### src/rtl/rstb_pkg.sv
// ----------------------------------------------------------------------------
// Step tuner package
// Widths, constants, codes and the command and status words that pass
// between the tuner controller and its datapath.
// ----------------------------------------------------------------------------
package rstb_pkg;

   localparam int KHZ_W      = 16;
   localparam int FINE_W     = 16;
   localparam int NB_W       = 18;
   localparam int NF_W       = 18;
   localparam int POS_W      = 27;
   localparam int F_W        = 28;
   localparam int DVD_W      = 26;
   localparam int DVS_W      = 16;
   localparam int RADIX_W    = 2;
   localparam int Q_W        = 7;
   localparam int SQ_W       = 6;
   localparam int BFO_W      = 15;
   localparam int CAL_W      = 12;
   localparam int DIR_W      = 2;
   localparam int CSR_IDX_W  = 3;
   localparam int CSR_DATA_W = 16;

   localparam int BFO_LIMIT   = 14000;
   localparam int HZ_PER_KHZ  = 1000;
   localparam int KHZ_MAX     = 65535;
   localparam int BFO_OUT_MAX = 16383;
   localparam int BFO_OUT_MIN = -16384;

   localparam logic [KHZ_W-1:0] BAND_LOW_RST  = 16'd520;
   localparam logic [KHZ_W-1:0] BAND_HIGH_RST = 16'd1710;
   localparam logic [DVS_W-1:0] STEP_RST      = 16'd1;

   typedef enum logic [CSR_IDX_W-1:0] {
      CSR_SIDEBAND_MODE = 3'd0,
      CSR_BAND_LOW      = 3'd1,
      CSR_BAND_HIGH     = 3'd2,
      CSR_STEP_SIZE     = 3'd3,
      CSR_BAND_CAL      = 3'd4
   } csr_index_type;

   typedef enum logic [2:0] {
      DP_NOP,
      DP_CAPTURE,
      DP_POS,
      DP_SNAP,
      DP_CORR,
      DP_FOLD,
      DP_FMUL,
      DP_CHECK
   } dp_op_type;

   typedef enum logic [1:0] {
      DIV_MOD,
      DIV_QUOT,
      DIV_CORR,
      DIV_SAVE
   } div_sel_type;

   typedef enum logic [3:0] {
      S_IDLE,
      S_POS,
      S_MOD,
      S_MOD_WAIT,
      S_SNAP,
      S_BRANCH,
      S_QUOT_WAIT,
      S_CORR,
      S_CORR_DIV,
      S_CORR_WAIT,
      S_FOLD,
      S_FMUL,
      S_CHECK,
      S_SAVE,
      S_SAVE_WAIT,
      S_DONE
   } state_type;

   typedef struct packed {
      dp_op_type   op;
      logic        div_start;
      div_sel_type div_sel;
      logic        out_load;
   } dp_cmd_type;

   typedef struct packed {
      logic sideband_path;
      logic set_item;
      logic need_fold;
      logic div_done;
   } dp_status_type;

endpackage

### src/rtl/rstb_divider.sv
// ----------------------------------------------------------------------------
// Iterative unsigned divider
// Restoring division that retires RADIX_W quotient bits per cycle and holds
// the quotient and remainder after its done pulse until the next start.
// ----------------------------------------------------------------------------
module rstb_divider
   import rstb_pkg::*;
#(
   parameter int DVD_W   = 26,
   parameter int DVS_W   = 16,
   parameter int RADIX_W = 2
) (
   input  logic             clock,
   input  logic             reset,
   input  logic             start,
   input  logic [DVD_W-1:0] dividend,
   input  logic [DVS_W-1:0] divisor,
   output logic [DVD_W-1:0] quotient,
   output logic [DVS_W-1:0] remainder,
   output logic             done
);

   localparam int ITER  = (DVD_W + RADIX_W - 1) / RADIX_W;
   localparam int PAD_W = ITER * RADIX_W;
   localparam int CNT_W = $clog2(ITER + 1);

   logic [PAD_W-1:0] quo_ff, quo_in;
   logic [DVS_W-1:0] rem_ff, rem_in;
   logic [DVS_W-1:0] dvs_ff, dvs_in;
   logic [CNT_W-1:0] cnt_ff, cnt_in;
   logic             busy_ff, busy_in;
   logic             done_ff, done_in;
   logic [DVS_W:0]   step_rem;
   logic [PAD_W-1:0] step_quo;

   always_comb begin
      step_rem = {1'b0, rem_ff};
      step_quo = quo_ff;
      for (int i = 0; i < RADIX_W; i++) begin
         step_rem = {step_rem[DVS_W-1:0], step_quo[PAD_W-1]};
         step_quo = {step_quo[PAD_W-2:0], 1'b0};
         if (step_rem >= {1'b0, dvs_ff}) begin
            step_rem    = step_rem - {1'b0, dvs_ff};
            step_quo[0] = 1'b1;
         end
      end
   end

   always_comb begin
      quo_in  = quo_ff;
      rem_in  = rem_ff;
      dvs_in  = dvs_ff;
      cnt_in  = cnt_ff;
      busy_in = busy_ff;
      done_in = 1'b0;
      if (start) begin
         quo_in  = PAD_W'(dividend);
         rem_in  = '0;
         dvs_in  = divisor;
         cnt_in  = CNT_W'(ITER);
         busy_in = 1'b1;
      end else if (busy_ff) begin
         quo_in = step_quo;
         rem_in = step_rem[DVS_W-1:0];
         cnt_in = cnt_ff - CNT_W'(1);
         if (cnt_ff == CNT_W'(1)) begin
            busy_in = 1'b0;
            done_in = 1'b1;
         end
      end
   end

   always_ff @(posedge clock) begin
      if (reset) begin
         cnt_ff  <= '0;
         busy_ff <= 1'b0;
         done_ff <= 1'b0;
      end else begin
         cnt_ff  <= cnt_in;
         busy_ff <= busy_in;
         done_ff <= done_in;
      end
   end

   always_ff @(posedge clock) begin
      quo_ff <= quo_in;
      rem_ff <= rem_in;
      dvs_ff <= dvs_in;
   end

   assign quotient  = quo_ff[DVD_W-1:0];
   assign remainder = rem_ff;
   assign done      = done_ff;

endmodule

### src/rtl/rstb_datapath.sv
// ----------------------------------------------------------------------------
// Step tuner datapath
// Configuration registers, tuned frequency and BFO state, the working
// registers of one item, the shared divider and the result word register.
// ----------------------------------------------------------------------------
module rstb_datapath
   import rstb_pkg::*;
(
   input  logic                         clock,
   input  logic                         reset,
   input  logic                         csr_we,
   input  logic [CSR_IDX_W-1:0]         csr_index,
   input  logic [CSR_DATA_W-1:0]        csr_wdata,
   input  logic                         req_mode,
   input  logic signed [DIR_W-1:0]      req_direction,
   input  logic [KHZ_W-1:0]             req_target_freq_khz,
   input  dp_cmd_type                   cmd,
   output dp_status_type                status,
   output logic [KHZ_W-1:0]             rsp_frequency_khz,
   output logic signed [BFO_W-1:0]      rsp_bfo_hz,
   output logic signed [BFO_W-1:0]      rsp_bfo_drive_hz,
   output logic [KHZ_W-1:0]             rsp_saved_freq_khz,
   output logic                         rsp_freq_changed,
   output logic                         rsp_wrapped
);

   localparam int CORR_W = NB_W - 1;
   localparam int SUM_W  = FINE_W + 2;
   localparam int SAV_W  = KHZ_W + 2;

   localparam logic signed [NB_W-1:0]   LIMIT_NB    = NB_W'(BFO_LIMIT);
   localparam logic signed [NB_W-1:0]   LIMIT_NB_N  = NB_W'(-BFO_LIMIT);
   localparam logic signed [F_W-1:0]    HZ_F        = F_W'(HZ_PER_KHZ);
   localparam logic signed [NF_W-1:0]   NF_KHZ_MAX  = NF_W'(KHZ_MAX);
   localparam logic signed [SUM_W-1:0]  OUT_MAX     = SUM_W'(BFO_OUT_MAX);
   localparam logic signed [SUM_W-1:0]  OUT_MIN     = SUM_W'(BFO_OUT_MIN);
   localparam logic signed [SAV_W-1:0]  SAV_MAX     = SAV_W'(KHZ_MAX);

   // Configuration and tuner state.
   logic                      sideband_ff, sideband_in;
   logic [KHZ_W-1:0]          band_low_ff, band_low_in;
   logic [KHZ_W-1:0]          band_high_ff, band_high_in;
   logic [DVS_W-1:0]          step_ff, step_in;
   logic signed [CAL_W-1:0]   cal_ff, cal_in;
   logic [KHZ_W-1:0]          tuned_ff, tuned_in;
   logic signed [FINE_W-1:0]  fine_ff, fine_in;

   // Working registers of the current item.
   logic                      mode_ff, mode_in;
   logic                      up_ff, up_in;
   logic                      down_ff, down_in;
   logic                      path_ff, path_in;
   logic [KHZ_W-1:0]          target_ff, target_in;
   logic signed [POS_W-1:0]   pos_ff, pos_in;
   logic signed [NF_W-1:0]    nf_ff, nf_in;
   logic signed [NB_W-1:0]    nb_ff, nb_in;
   logic [CORR_W-1:0]         corr_mag_ff, corr_mag_in;
   logic signed [F_W-1:0]     f_ff, f_in;
   logic signed [F_W-1:0]     lo_ref_ff, lo_ref_in;
   logic signed [F_W-1:0]     hi_ref_ff, hi_ref_in;
   logic                      wrap_ff, wrap_in;
   logic                      changed_ff, changed_in;

   // Result word.
   logic [KHZ_W-1:0]          out_freq_ff, out_freq_in;
   logic signed [BFO_W-1:0]   out_bfo_ff, out_bfo_in;
   logic signed [BFO_W-1:0]   out_drive_ff, out_drive_in;
   logic [KHZ_W-1:0]          out_saved_ff, out_saved_in;
   logic                      out_changed_ff, out_changed_in;
   logic                      out_wrap_ff, out_wrap_in;

   // Divider interface and combinational helpers.
   logic [DVD_W-1:0]          div_dividend;
   logic [DVS_W-1:0]          div_divisor;
   logic [DVD_W-1:0]          div_quo;
   logic [DVS_W-1:0]          div_rem;
   logic                      div_done;

   logic [DVS_W-1:0]          step_eff;
   logic signed [POS_W-1:0]   pos_khz;
   logic signed [POS_W-1:0]   pos_fine;
   logic signed [POS_W-1:0]   pos_neg;
   logic [DVD_W-1:0]          pos_mag;
   logic [DVS_W-1:0]          rem_nn;
   logic [DVS_W-1:0]          snapped;
   logic signed [NB_W-1:0]    delta;
   logic signed [NB_W-1:0]    fine_nb;
   logic signed [NF_W-1:0]    tuned_nf;
   logic signed [NF_W-1:0]    target_nf;
   logic signed [NF_W-1:0]    lo_nf;
   logic signed [NF_W-1:0]    hi_nf;
   logic signed [NB_W-1:0]    nb_neg;
   logic [CORR_W-1:0]         nb_mag;
   logic signed [NF_W-1:0]    k_nf;
   logic signed [NB_W-1:0]    corr_nb;
   logic signed [F_W-1:0]     nf_f;
   logic signed [F_W-1:0]     nb_f;
   logic                      low_pass;
   logic                      high_pass;
   logic [KHZ_W-1:0]          final_khz;
   logic signed [FINE_W-1:0]  fine_neg;
   logic [FINE_W-1:0]         fine_mag;
   logic signed [SUM_W-1:0]   fine_s;
   logic signed [SUM_W-1:0]   drive_s;
   logic signed [SAV_W-1:0]   saved_s;
   logic signed [SAV_W-1:0]   kq_s;
   logic                      need_fold;

   rstb_divider #(
      .DVD_W   (DVD_W),
      .DVS_W   (DVS_W),
      .RADIX_W (RADIX_W)
   ) u_divider (
      .clock     (clock),
      .reset     (reset),
      .start     (cmd.div_start),
      .dividend  (div_dividend),
      .divisor   (div_divisor),
      .quotient  (div_quo),
      .remainder (div_rem),
      .done      (div_done)
   );

   // Configuration writes.
   always_comb begin
      sideband_in  = sideband_ff;
      band_low_in  = band_low_ff;
      band_high_in = band_high_ff;
      step_in      = step_ff;
      cal_in       = cal_ff;
      if (csr_we) begin
         case (csr_index)
            CSR_SIDEBAND_MODE: sideband_in  = csr_wdata[0];
            CSR_BAND_LOW:      band_low_in  = csr_wdata[KHZ_W-1:0];
            CSR_BAND_HIGH:     band_high_in = csr_wdata[KHZ_W-1:0];
            CSR_STEP_SIZE:     step_in      = csr_wdata[DVS_W-1:0];
            CSR_BAND_CAL:      cal_in       = csr_wdata[CAL_W-1:0];
            default:           sideband_in  = sideband_ff;
         endcase
      end
   end

   // Arithmetic helpers.
   always_comb begin
      step_eff  = (step_ff == '0) ? DVS_W'(1) : step_ff;
      pos_khz   = $signed(POS_W'(tuned_ff) * POS_W'(HZ_PER_KHZ));
      pos_fine  = fine_ff;
      pos_neg   = -pos_ff;
      pos_mag   = pos_ff[POS_W-1] ? pos_neg[DVD_W-1:0] : pos_ff[DVD_W-1:0];

      rem_nn = div_rem;
      if (path_ff && pos_ff[POS_W-1] && (div_rem != '0)) begin
         rem_nn = step_eff - div_rem;
      end
      if (rem_nn == '0) begin
         snapped = step_eff;
      end else if (up_ff) begin
         snapped = step_eff - rem_nn;
      end else begin
         snapped = rem_nn;
      end
      if (up_ff) begin
         delta = $signed({2'b00, snapped});
      end else if (down_ff) begin
         delta = -$signed({2'b00, snapped});
      end else begin
         delta = '0;
      end

      fine_nb   = fine_ff;
      tuned_nf  = $signed({{(NF_W-KHZ_W){1'b0}}, tuned_ff});
      target_nf = $signed({{(NF_W-KHZ_W){1'b0}}, target_ff});
      lo_nf     = $signed({{(NF_W-KHZ_W){1'b0}}, band_low_ff});
      hi_nf     = $signed({{(NF_W-KHZ_W){1'b0}}, band_high_ff});

      nb_neg    = -nb_ff;
      nb_mag    = nb_ff[NB_W-1] ? nb_neg[CORR_W-1:0] : nb_ff[CORR_W-1:0];
      need_fold = path_ff && ((nb_ff > LIMIT_NB) || (nb_ff < LIMIT_NB_N));
      k_nf      = $signed({{(NF_W-Q_W){1'b0}}, div_quo[Q_W-1:0]});
      corr_nb   = $signed({1'b0, corr_mag_ff});

      nf_f = nf_ff;
      nb_f = nb_ff;

      if (path_ff) begin
         low_pass  = (f_ff < lo_ref_ff) || (nf_ff < 0);
         high_pass = (f_ff > hi_ref_ff) || (nf_ff > NF_KHZ_MAX);
      end else begin
         low_pass  = nf_ff < lo_nf;
         high_pass = nf_ff > hi_nf;
      end
      if (low_pass) begin
         final_khz = band_high_ff;
      end else if (high_pass) begin
         final_khz = band_low_ff;
      end else begin
         final_khz = nf_ff[KHZ_W-1:0];
      end

      fine_neg = -fine_ff;
      fine_mag = fine_ff[FINE_W-1] ? fine_neg : fine_ff;
      fine_s   = fine_ff;
      drive_s  = -(fine_s + SUM_W'(cal_ff));
      kq_s     = $signed({{(SAV_W-SQ_W){1'b0}}, div_quo[SQ_W-1:0]});
      if (fine_ff[FINE_W-1]) begin
         saved_s = $signed({2'b00, tuned_ff}) - kq_s;
      end else begin
         saved_s = $signed({2'b00, tuned_ff}) + kq_s;
      end
   end

   // Divider operand selection.
   always_comb begin
      case (cmd.div_sel)
         DIV_MOD: begin
            div_dividend = path_ff ? pos_mag : DVD_W'(tuned_ff);
            div_divisor  = step_eff;
         end
         DIV_QUOT: begin
            div_dividend = DVD_W'(nb_mag);
            div_divisor  = DVS_W'(BFO_LIMIT);
         end
         DIV_CORR: begin
            div_dividend = DVD_W'(corr_mag_ff);
            div_divisor  = DVS_W'(HZ_PER_KHZ);
         end
         DIV_SAVE: begin
            div_dividend = DVD_W'(fine_mag);
            div_divisor  = DVS_W'(HZ_PER_KHZ);
         end
         default: begin
            div_dividend = '0;
            div_divisor  = step_eff;
         end
      endcase
   end

   // Item steps.
   always_comb begin
      mode_in     = mode_ff;
      up_in       = up_ff;
      down_in     = down_ff;
      path_in     = path_ff;
      target_in   = target_ff;
      pos_in      = pos_ff;
      nf_in       = nf_ff;
      nb_in       = nb_ff;
      corr_mag_in = corr_mag_ff;
      f_in        = f_ff;
      lo_ref_in   = lo_ref_ff;
      hi_ref_in   = hi_ref_ff;
      wrap_in     = wrap_ff;
      changed_in  = changed_ff;
      tuned_in    = tuned_ff;
      fine_in     = fine_ff;
      case (cmd.op)
         DP_CAPTURE: begin
            mode_in   = req_mode;
            up_in     = req_direction == DIR_W'(1);
            down_in   = req_direction[DIR_W-1];
            path_in   = !req_mode && sideband_ff;
            target_in = req_target_freq_khz;
         end
         DP_POS: begin
            pos_in = pos_khz + pos_fine;
         end
         DP_SNAP: begin
            if (path_ff) begin
               nf_in = tuned_nf;
               nb_in = fine_nb + delta;
            end else if (mode_ff) begin
               nf_in = target_nf;
               nb_in = '0;
            end else begin
               nf_in = tuned_nf + delta;
               nb_in = '0;
            end
         end
         DP_CORR: begin
            corr_mag_in = CORR_W'(CORR_W'(div_quo[Q_W-1:0]) * CORR_W'(BFO_LIMIT));
         end
         DP_FOLD: begin
            if (nb_ff[NB_W-1]) begin
               nf_in = nf_ff - k_nf;
               nb_in = nb_ff + corr_nb;
            end else begin
               nf_in = nf_ff + k_nf;
               nb_in = nb_ff - corr_nb;
            end
         end
         DP_FMUL: begin
            f_in      = nf_f * HZ_F + nb_f;
            lo_ref_in = $signed(F_W'(band_low_ff) * F_W'(HZ_PER_KHZ));
            hi_ref_in = $signed(F_W'(band_high_ff) * F_W'(HZ_PER_KHZ));
         end
         DP_CHECK: begin
            wrap_in    = low_pass || high_pass;
            changed_in = final_khz != tuned_ff;
            tuned_in   = final_khz;
            fine_in    = (low_pass || high_pass) ? '0 : nb_ff[FINE_W-1:0];
         end
         default: begin
            mode_in = mode_ff;
         end
      endcase
   end

   // Result word.
   always_comb begin
      out_freq_in    = out_freq_ff;
      out_bfo_in     = out_bfo_ff;
      out_drive_in   = out_drive_ff;
      out_saved_in   = out_saved_ff;
      out_changed_in = out_changed_ff;
      out_wrap_in    = out_wrap_ff;
      if (cmd.out_load) begin
         out_freq_in    = tuned_ff;
         out_changed_in = changed_ff;
         out_wrap_in    = wrap_ff;
         if (fine_s > OUT_MAX) begin
            out_bfo_in = OUT_MAX[BFO_W-1:0];
         end else if (fine_s < OUT_MIN) begin
            out_bfo_in = OUT_MIN[BFO_W-1:0];
         end else begin
            out_bfo_in = fine_s[BFO_W-1:0];
         end
         if (drive_s > OUT_MAX) begin
            out_drive_in = OUT_MAX[BFO_W-1:0];
         end else if (drive_s < OUT_MIN) begin
            out_drive_in = OUT_MIN[BFO_W-1:0];
         end else begin
            out_drive_in = drive_s[BFO_W-1:0];
         end
         if (saved_s < 0) begin
            out_saved_in = '0;
         end else if (saved_s > SAV_MAX) begin
            out_saved_in = SAV_MAX[KHZ_W-1:0];
         end else begin
            out_saved_in = saved_s[KHZ_W-1:0];
         end
      end
   end

   always_ff @(posedge clock) begin
      if (reset) begin
         sideband_ff  <= 1'b0;
         band_low_ff  <= BAND_LOW_RST;
         band_high_ff <= BAND_HIGH_RST;
         step_ff      <= STEP_RST;
         cal_ff       <= '0;
         tuned_ff     <= BAND_LOW_RST;
         fine_ff      <= '0;
      end else begin
         sideband_ff  <= sideband_in;
         band_low_ff  <= band_low_in;
         band_high_ff <= band_high_in;
         step_ff      <= step_in;
         cal_ff       <= cal_in;
         tuned_ff     <= tuned_in;
         fine_ff      <= fine_in;
      end
   end

   always_ff @(posedge clock) begin
      mode_ff        <= mode_in;
      up_ff          <= up_in;
      down_ff        <= down_in;
      path_ff        <= path_in;
      target_ff      <= target_in;
      pos_ff         <= pos_in;
      nf_ff          <= nf_in;
      nb_ff          <= nb_in;
      corr_mag_ff    <= corr_mag_in;
      f_ff           <= f_in;
      lo_ref_ff      <= lo_ref_in;
      hi_ref_ff      <= hi_ref_in;
      wrap_ff        <= wrap_in;
      changed_ff     <= changed_in;
      out_freq_ff    <= out_freq_in;
      out_bfo_ff     <= out_bfo_in;
      out_drive_ff   <= out_drive_in;
      out_saved_ff   <= out_saved_in;
      out_changed_ff <= out_changed_in;
      out_wrap_ff    <= out_wrap_in;
   end

   assign status.sideband_path = path_ff;
   assign status.set_item      = mode_ff;
   assign status.need_fold     = need_fold;
   assign status.div_done      = div_done;

   assign rsp_frequency_khz  = out_freq_ff;
   assign rsp_bfo_hz         = out_bfo_ff;
   assign rsp_bfo_drive_hz   = out_drive_ff;
   assign rsp_saved_freq_khz = out_saved_ff;
   assign rsp_freq_changed   = out_changed_ff;
   assign rsp_wrapped        = out_wrap_ff;

endmodule

### src/rtl/rstb_ctrl.sv
// ----------------------------------------------------------------------------
// Step tuner controller
// Sequences the datapath through grid snapping, BFO folding, the band check
// and the saved frequency, and drives the handshakes of both channels.
// ----------------------------------------------------------------------------
module rstb_ctrl
   import rstb_pkg::*;
(
   input  logic          clock,
   input  logic          reset,
   input  logic          req_valid,
   output logic          req_stall,
   output logic          rsp_valid,
   input  logic          rsp_stall,
   input  dp_status_type status,
   output dp_cmd_type    cmd
);

   state_type state_ff, state_in;
   logic      rsp_valid_ff, rsp_valid_in;
   logic      out_free;

   always_ff @(posedge clock) begin
      if (reset) begin
         state_ff     <= S_IDLE;
         rsp_valid_ff <= 1'b0;
      end else begin
         state_ff     <= state_in;
         rsp_valid_ff <= rsp_valid_in;
      end
   end

   always_comb begin
      out_free      = !rsp_valid_ff || !rsp_stall;
      state_in      = state_ff;
      cmd.op        = DP_NOP;
      cmd.div_start = 1'b0;
      cmd.div_sel   = DIV_MOD;
      cmd.out_load  = 1'b0;
      case (state_ff)
         S_IDLE: begin
            if (req_valid) begin
               cmd.op   = DP_CAPTURE;
               state_in = S_POS;
            end
         end
         S_POS: begin
            cmd.op   = DP_POS;
            state_in = status.set_item ? S_SNAP : S_MOD;
         end
         S_MOD: begin
            cmd.div_start = 1'b1;
            cmd.div_sel   = DIV_MOD;
            state_in      = S_MOD_WAIT;
         end
         S_MOD_WAIT: begin
            cmd.div_sel = DIV_MOD;
            if (status.div_done) begin
               state_in = S_SNAP;
            end
         end
         S_SNAP: begin
            cmd.op   = DP_SNAP;
            state_in = S_BRANCH;
         end
         S_BRANCH: begin
            if (status.need_fold) begin
               cmd.div_start = 1'b1;
               cmd.div_sel   = DIV_QUOT;
               state_in      = S_QUOT_WAIT;
            end else begin
               state_in = S_FMUL;
            end
         end
         S_QUOT_WAIT: begin
            cmd.div_sel = DIV_QUOT;
            if (status.div_done) begin
               state_in = S_CORR;
            end
         end
         S_CORR: begin
            cmd.op   = DP_CORR;
            state_in = S_CORR_DIV;
         end
         S_CORR_DIV: begin
            cmd.div_start = 1'b1;
            cmd.div_sel   = DIV_CORR;
            state_in      = S_CORR_WAIT;
         end
         S_CORR_WAIT: begin
            cmd.div_sel = DIV_CORR;
            if (status.div_done) begin
               state_in = S_FOLD;
            end
         end
         S_FOLD: begin
            cmd.op   = DP_FOLD;
            state_in = S_FMUL;
         end
         S_FMUL: begin
            cmd.op   = DP_FMUL;
            state_in = S_CHECK;
         end
         S_CHECK: begin
            cmd.op   = DP_CHECK;
            state_in = S_SAVE;
         end
         S_SAVE: begin
            cmd.div_start = 1'b1;
            cmd.div_sel   = DIV_SAVE;
            state_in      = S_SAVE_WAIT;
         end
         S_SAVE_WAIT: begin
            cmd.div_sel = DIV_SAVE;
            if (status.div_done) begin
               state_in = S_DONE;
            end
         end
         S_DONE: begin
            cmd.div_sel = DIV_SAVE;
            if (out_free) begin
               cmd.out_load = 1'b1;
               state_in     = S_IDLE;
            end
         end
         default: begin
            state_in = S_IDLE;
         end
      endcase

      if (cmd.out_load) begin
         rsp_valid_in = 1'b1;
      end else if (rsp_valid_ff && !rsp_stall) begin
         rsp_valid_in = 1'b0;
      end else begin
         rsp_valid_in = rsp_valid_ff;
      end
   end

   assign req_stall = state_ff != S_IDLE;
   assign rsp_valid = rsp_valid_ff;

endmodule

### src/rtl/radio_step_tuner_with_bfo_top.sv
// ----------------------------------------------------------------------------
// Step tuner with BFO offset
// Keeps the tuned frequency in kHz and, in sideband mode, a fine BFO offset
// in Hz; one result word for every tune or set word.
// ----------------------------------------------------------------------------
// Usage: a word enters on the req_ channel when req_valid is high and
// req_stall is low; its single result word leaves on the rsp_ channel when
// rsp_valid is high and rsp_stall is low. Registers are written through the
// csr_ port, one register per cycle; the user must write them only while no
// word is in flight, which the block does not enforce. One word is worked at
// a time. A shared divider that retires two quotient bits per cycle does all
// divisions: a set word skips the grid division, and a sideband tune word that
// moves BFO whole multiples into kHz runs two more divisions than one that does not.
// The next word is accepted as soon as a result word sits in the output
// register, so a stalled receiver holds that word while the next one is
// worked; the block waits only when a second result is ready before the
// first was taken. Reset is synchronous: it loads the register reset values,
// sets the frequency to 520 kHz with no BFO offset and empties the output.
// ----------------------------------------------------------------------------
module radio_step_tuner_with_bfo_top
   import rstb_pkg::*;
(
   input  logic                        clock,
   input  logic                        reset,
   input  logic                        csr_we,
   input  logic [CSR_IDX_W-1:0]        csr_index,
   input  logic [CSR_DATA_W-1:0]       csr_wdata,
   input  logic                        req_valid,
   output logic                        req_stall,
   input  logic                        req_mode,
   input  logic signed [DIR_W-1:0]     req_direction,
   input  logic [KHZ_W-1:0]            req_target_freq_khz,
   output logic                        rsp_valid,
   input  logic                        rsp_stall,
   output logic [KHZ_W-1:0]            rsp_frequency_khz,
   output logic signed [BFO_W-1:0]     rsp_bfo_hz,
   output logic signed [BFO_W-1:0]     rsp_bfo_drive_hz,
   output logic [KHZ_W-1:0]            rsp_saved_freq_khz,
   output logic                        rsp_freq_changed,
   output logic                        rsp_wrapped
);

   dp_cmd_type    cmd;
   dp_status_type status;

   rstb_ctrl u_ctrl (
      .clock     (clock),
      .reset     (reset),
      .req_valid (req_valid),
      .req_stall (req_stall),
      .rsp_valid (rsp_valid),
      .rsp_stall (rsp_stall),
      .status    (status),
      .cmd       (cmd)
   );

   rstb_datapath u_datapath (
      .clock               (clock),
      .reset               (reset),
      .csr_we              (csr_we),
      .csr_index           (csr_index),
      .csr_wdata           (csr_wdata),
      .req_mode            (req_mode),
      .req_direction       (req_direction),
      .req_target_freq_khz (req_target_freq_khz),
      .cmd                 (cmd),
      .status              (status),
      .rsp_frequency_khz   (rsp_frequency_khz),
      .rsp_bfo_hz          (rsp_bfo_hz),
      .rsp_bfo_drive_hz    (rsp_bfo_drive_hz),
      .rsp_saved_freq_khz  (rsp_saved_freq_khz),
      .rsp_freq_changed    (rsp_freq_changed),
      .rsp_wrapped         (rsp_wrapped)
   );

endmodule

### config.mk
export PLATFORM = sky130hd
export DESIGN_NAME = radio_step_tuner_with_bfo_top
export DESIGN_NICKNAME = d
export VERILOG_FILES = /design/src/rtl/rstb_pkg.sv /design/src/rtl/rstb_divider.sv /design/src/rtl/rstb_datapath.sv /design/src/rtl/rstb_ctrl.sv /design/src/rtl/radio_step_tuner_with_bfo_top.sv
export SDC_FILE = /design/constraint.sdc
export NUM_CORES = 2
export LEC_CHECK = 0
export ABC_AREA = 1
export BUFFER_PORTS_ARGS = -buffer_cell sky130_fd_sc_hd__buf_4
export CORE_ASPECT_RATIO = 0.7
export CORE_MARGIN = 2
export CORE_UTILIZATION = 35
export DETAILED_ROUTE_END_ITERATION = 10
export SYNTH_ARGS = -nofsm -noshare
export SYNTH_HDL_FRONTEND = slang
export SYNTH_HIERARCHICAL = 1
export SYNTH_SLANG_ARGS = --single-unit
### constraint.sdc
create_clock -name clock -period 12.75 [get_ports clock]
set_input_delay 1.9125 -clock clock [delete_from_list [all_inputs] [get_ports clock]]
set_output_delay 1.9125 -clock clock [all_outputs]
set_load 0.1 [all_outputs]
==> impl_metrics.csv <==
group,metric,value,unit
cts,cts_resized,0,
finish,nets,6073,
global_route,use_met3,0.0512,
sta,fin_skew,0.0170,ns
critical_path,slowest_stage,"nor3b_1",
cts,cts_root_buffer,"clkbuf_16",
sta,rsz0062_at_grt,"false",
critical_path,worstSetupPathType,"flop to flop",
global_route,met1_usage,0.375,
drt,drc,0,
job,maxCapViolCount,0,
global_route,grtUsageMet2,0.311,
critical_path,crit_path_max_fanout,22,
finish,synthToLayoutAreaGrowth,10.2,%
placement,routabilityCongestion,0.997,
sta,timing.final.ws_setup,4.88,ns
placement,pre_cts_slack,5.18,ns
sta,maxSlewViolCount,0,
drt,ant_nets,0,
global_route,overflow,0,
critical_path,start_kind,"flop",
placement,dp_hpwl,116000,um
drt,via_per_inst,5.33,
cts,ctsHoldBuffers,0,
die,core,0.119,sq mm
critical_path,end_kind,"flop",
global_route,grt_usage,0.232,
cts,clk_pin_slew,0.07,ns
placement,place_inst,6730,
global_route,antenna_found_initial,8,
sta,period_minus_slack,7.87,ns
cts,cts_tree,"built",
die,initial_core_util,0.351,
sta,worst_pin_slew,1.11,ns
sta,fin_crit_sh,0.617,
hold_path,worst_hold_path_type,"flop to flop",
critical_path,critPathMaxStageDelay,0.74,ns
die,fp.dieH,293,um
sta,finalSetupViolCount,0,
cts,cts_htree_levels,2,
cts,cts_buffer_depth,3,
sta,hold_slack,0.422,ns
drt,first_pass_iters,6,
global_route,grt_pass1_wl,215000,um
drt,initialDrtViolationCount,4258,
die,placement_rows,106,
cts,cts_setup_buffers,0,
yosys,syn_area_per_cell,8.16,sq um
cts,cts_buffers,46,
die,die-width,417,um
sta,fin_setup_tns,0,ns
cts,numClockSinks,398,
finish,fin_cells,6818,
sta,fmax,127,MHz
yosys,yosysWarningCount,6,
cts,clk_latency,0.63,ns
yosys,netlist_area,0.0418,sq mm
yosys,synth_nets,5982,
global_route,grt_max_degree,75,
global_route,grt_pass1_vias,33436,
sta,hold_viol_final,0,
critical_path,cpMostUsedCell,"nand2_1",
critical_path,worstPathArrival,8.22,ns
placement,io_buffers,108,
drt,drt_wl_total,144000,um
drt,vias,36323,
status,status,"finished, final reports clean",
global_route,busiest_layer,"met1",
die,die-area,0.122,sq mm
sta,slew_headroom,0.250,
critical_path,regToRegSetupSlack,4.88,ns
yosys,synth_cells,5121,
finish,nFillCells,12121,
drt,route.detailed.wl_per_inst,21.2,um
finish,drive_above_1_share,0.0697,
critical_path,worstPathRequired,13.10,ns
die,top_level_ports,109,
[cells in the final DEF (no fill, tap or decap), types with 10 or more instances in the layout]
cell       count
o21a_1        11
fa_1         257
clkinv_2      10
ha_1         561
buf_4        152
clkbuf_16     46
o21ai_1       12
nand3_2       14
edfxtp_1     278
xnor2_1       79
o31ai_1       16
nand3_1      301
a211oi_1      12
inv_2         15
inv_1        735
o21bai_1      29
dfxtp_1      119
o221ai_1      28
nor4_1        19
nand4_1       53
nand2_2       31
a31oi_1       16
nor3_1        47
o2111ai_1     11
nor2_2        19
a21o_1        12
xor2_1       169
o21ai_0      283
a21oi_1      453
nor2_4        10
nand2_1     1020
or2_2         15
nor2_1       262
o211ai_1      43
[registers in the layout, summed over array words and instances, names as in the netlist, 16 cells and up]
signal,count
u_datapath/u_divider/remainder,16
u_datapath/rsp_saved_freq_khz,16
u_datapath/nb_ff,18
u_datapath/step_ff,16
u_datapath/hi_ref_ff,23
u_datapath/u_divider/quotient,26
u_datapath/band_high_ff,16
u_datapath/u_divider/dvs_ff,16
u_datapath/target_ff,16
u_datapath/fine_ff,16
u_datapath/pos_ff,27
u_datapath/lo_ref_ff,23
u_datapath/tuned_ff,16
u_datapath/nf_ff,18
u_datapath/rsp_frequency_khz,16
u_datapath/band_low_ff,16
u_datapath/f_ff,28
[worst max-delay path, delay by kind of cell (launching register included)]
kind,cells,cell delay (ns)
DFF,1,0.37
adders and majority gates,4,1.04
and+or+nand+nor,26,4.23
AOI/OAI and AO/OA,8,1.32
xor gates and xnor gates,2,0.33
buffers and inverters,4,0.30
[area by class of cell]
cell class | instances | area [sq um] | area share
multi-input combinational | 3856 | 27800 | 0.602
sequential | 398 | 10800 | 0.233
inverter | 758 | 2850 | 0.0618
tap | 1566 | 1960 | 0.0425
clock buffer | 55 | 1210 | 0.0264
timing repair buffer | 152 | 1140 | 0.0248
clock inverter | 31 | 399 | 0.00866
antenna | 2 | 5.00 | 0.000109
[path summary, 6_finish.rpt]
check             depth (start not counted)                               start                               end
setup / recovery                         44  u_datapath/step_ff[9]$_SDFFE_PP0P_    u_datapath/nb_ff[15]$_DFFE_PP_
hold / removal                            0        u_datapath/wrap_ff$_DFFE_PN_  u_datapath/rsp_wrapped$_DFFE_PP_
setup reg to reg                         44  u_datapath/step_ff[9]$_SDFFE_PP0P_    u_datapath/nb_ff[15]$_DFFE_PP_
hold reg to reg                           0        u_datapath/wrap_ff$_DFFE_PN_  u_datapath/rsp_wrapped$_DFFE_PP_
[metal layers]
layer / vias up / wire length [um]
met5: - / 27
met4: 4 / 2270
met3: 149 / 15700
met2: 1574 / 54500
met1: 17224 / 71900
li1: 17372 / -
[stage by stage]
stage,instance area [sq um],utilization
5_1_grt,46100,0.387
4_1_cts,46100,0.387
6_report,46100,0.387
3_5_place_dp,44500,0.374
3_3_place_gp,44500,0.374
2_1_floorplan,41800,-
Power is not shown: default switching activity piles up to over one toggle a cycle in this logic, so the estimate is an artifact.
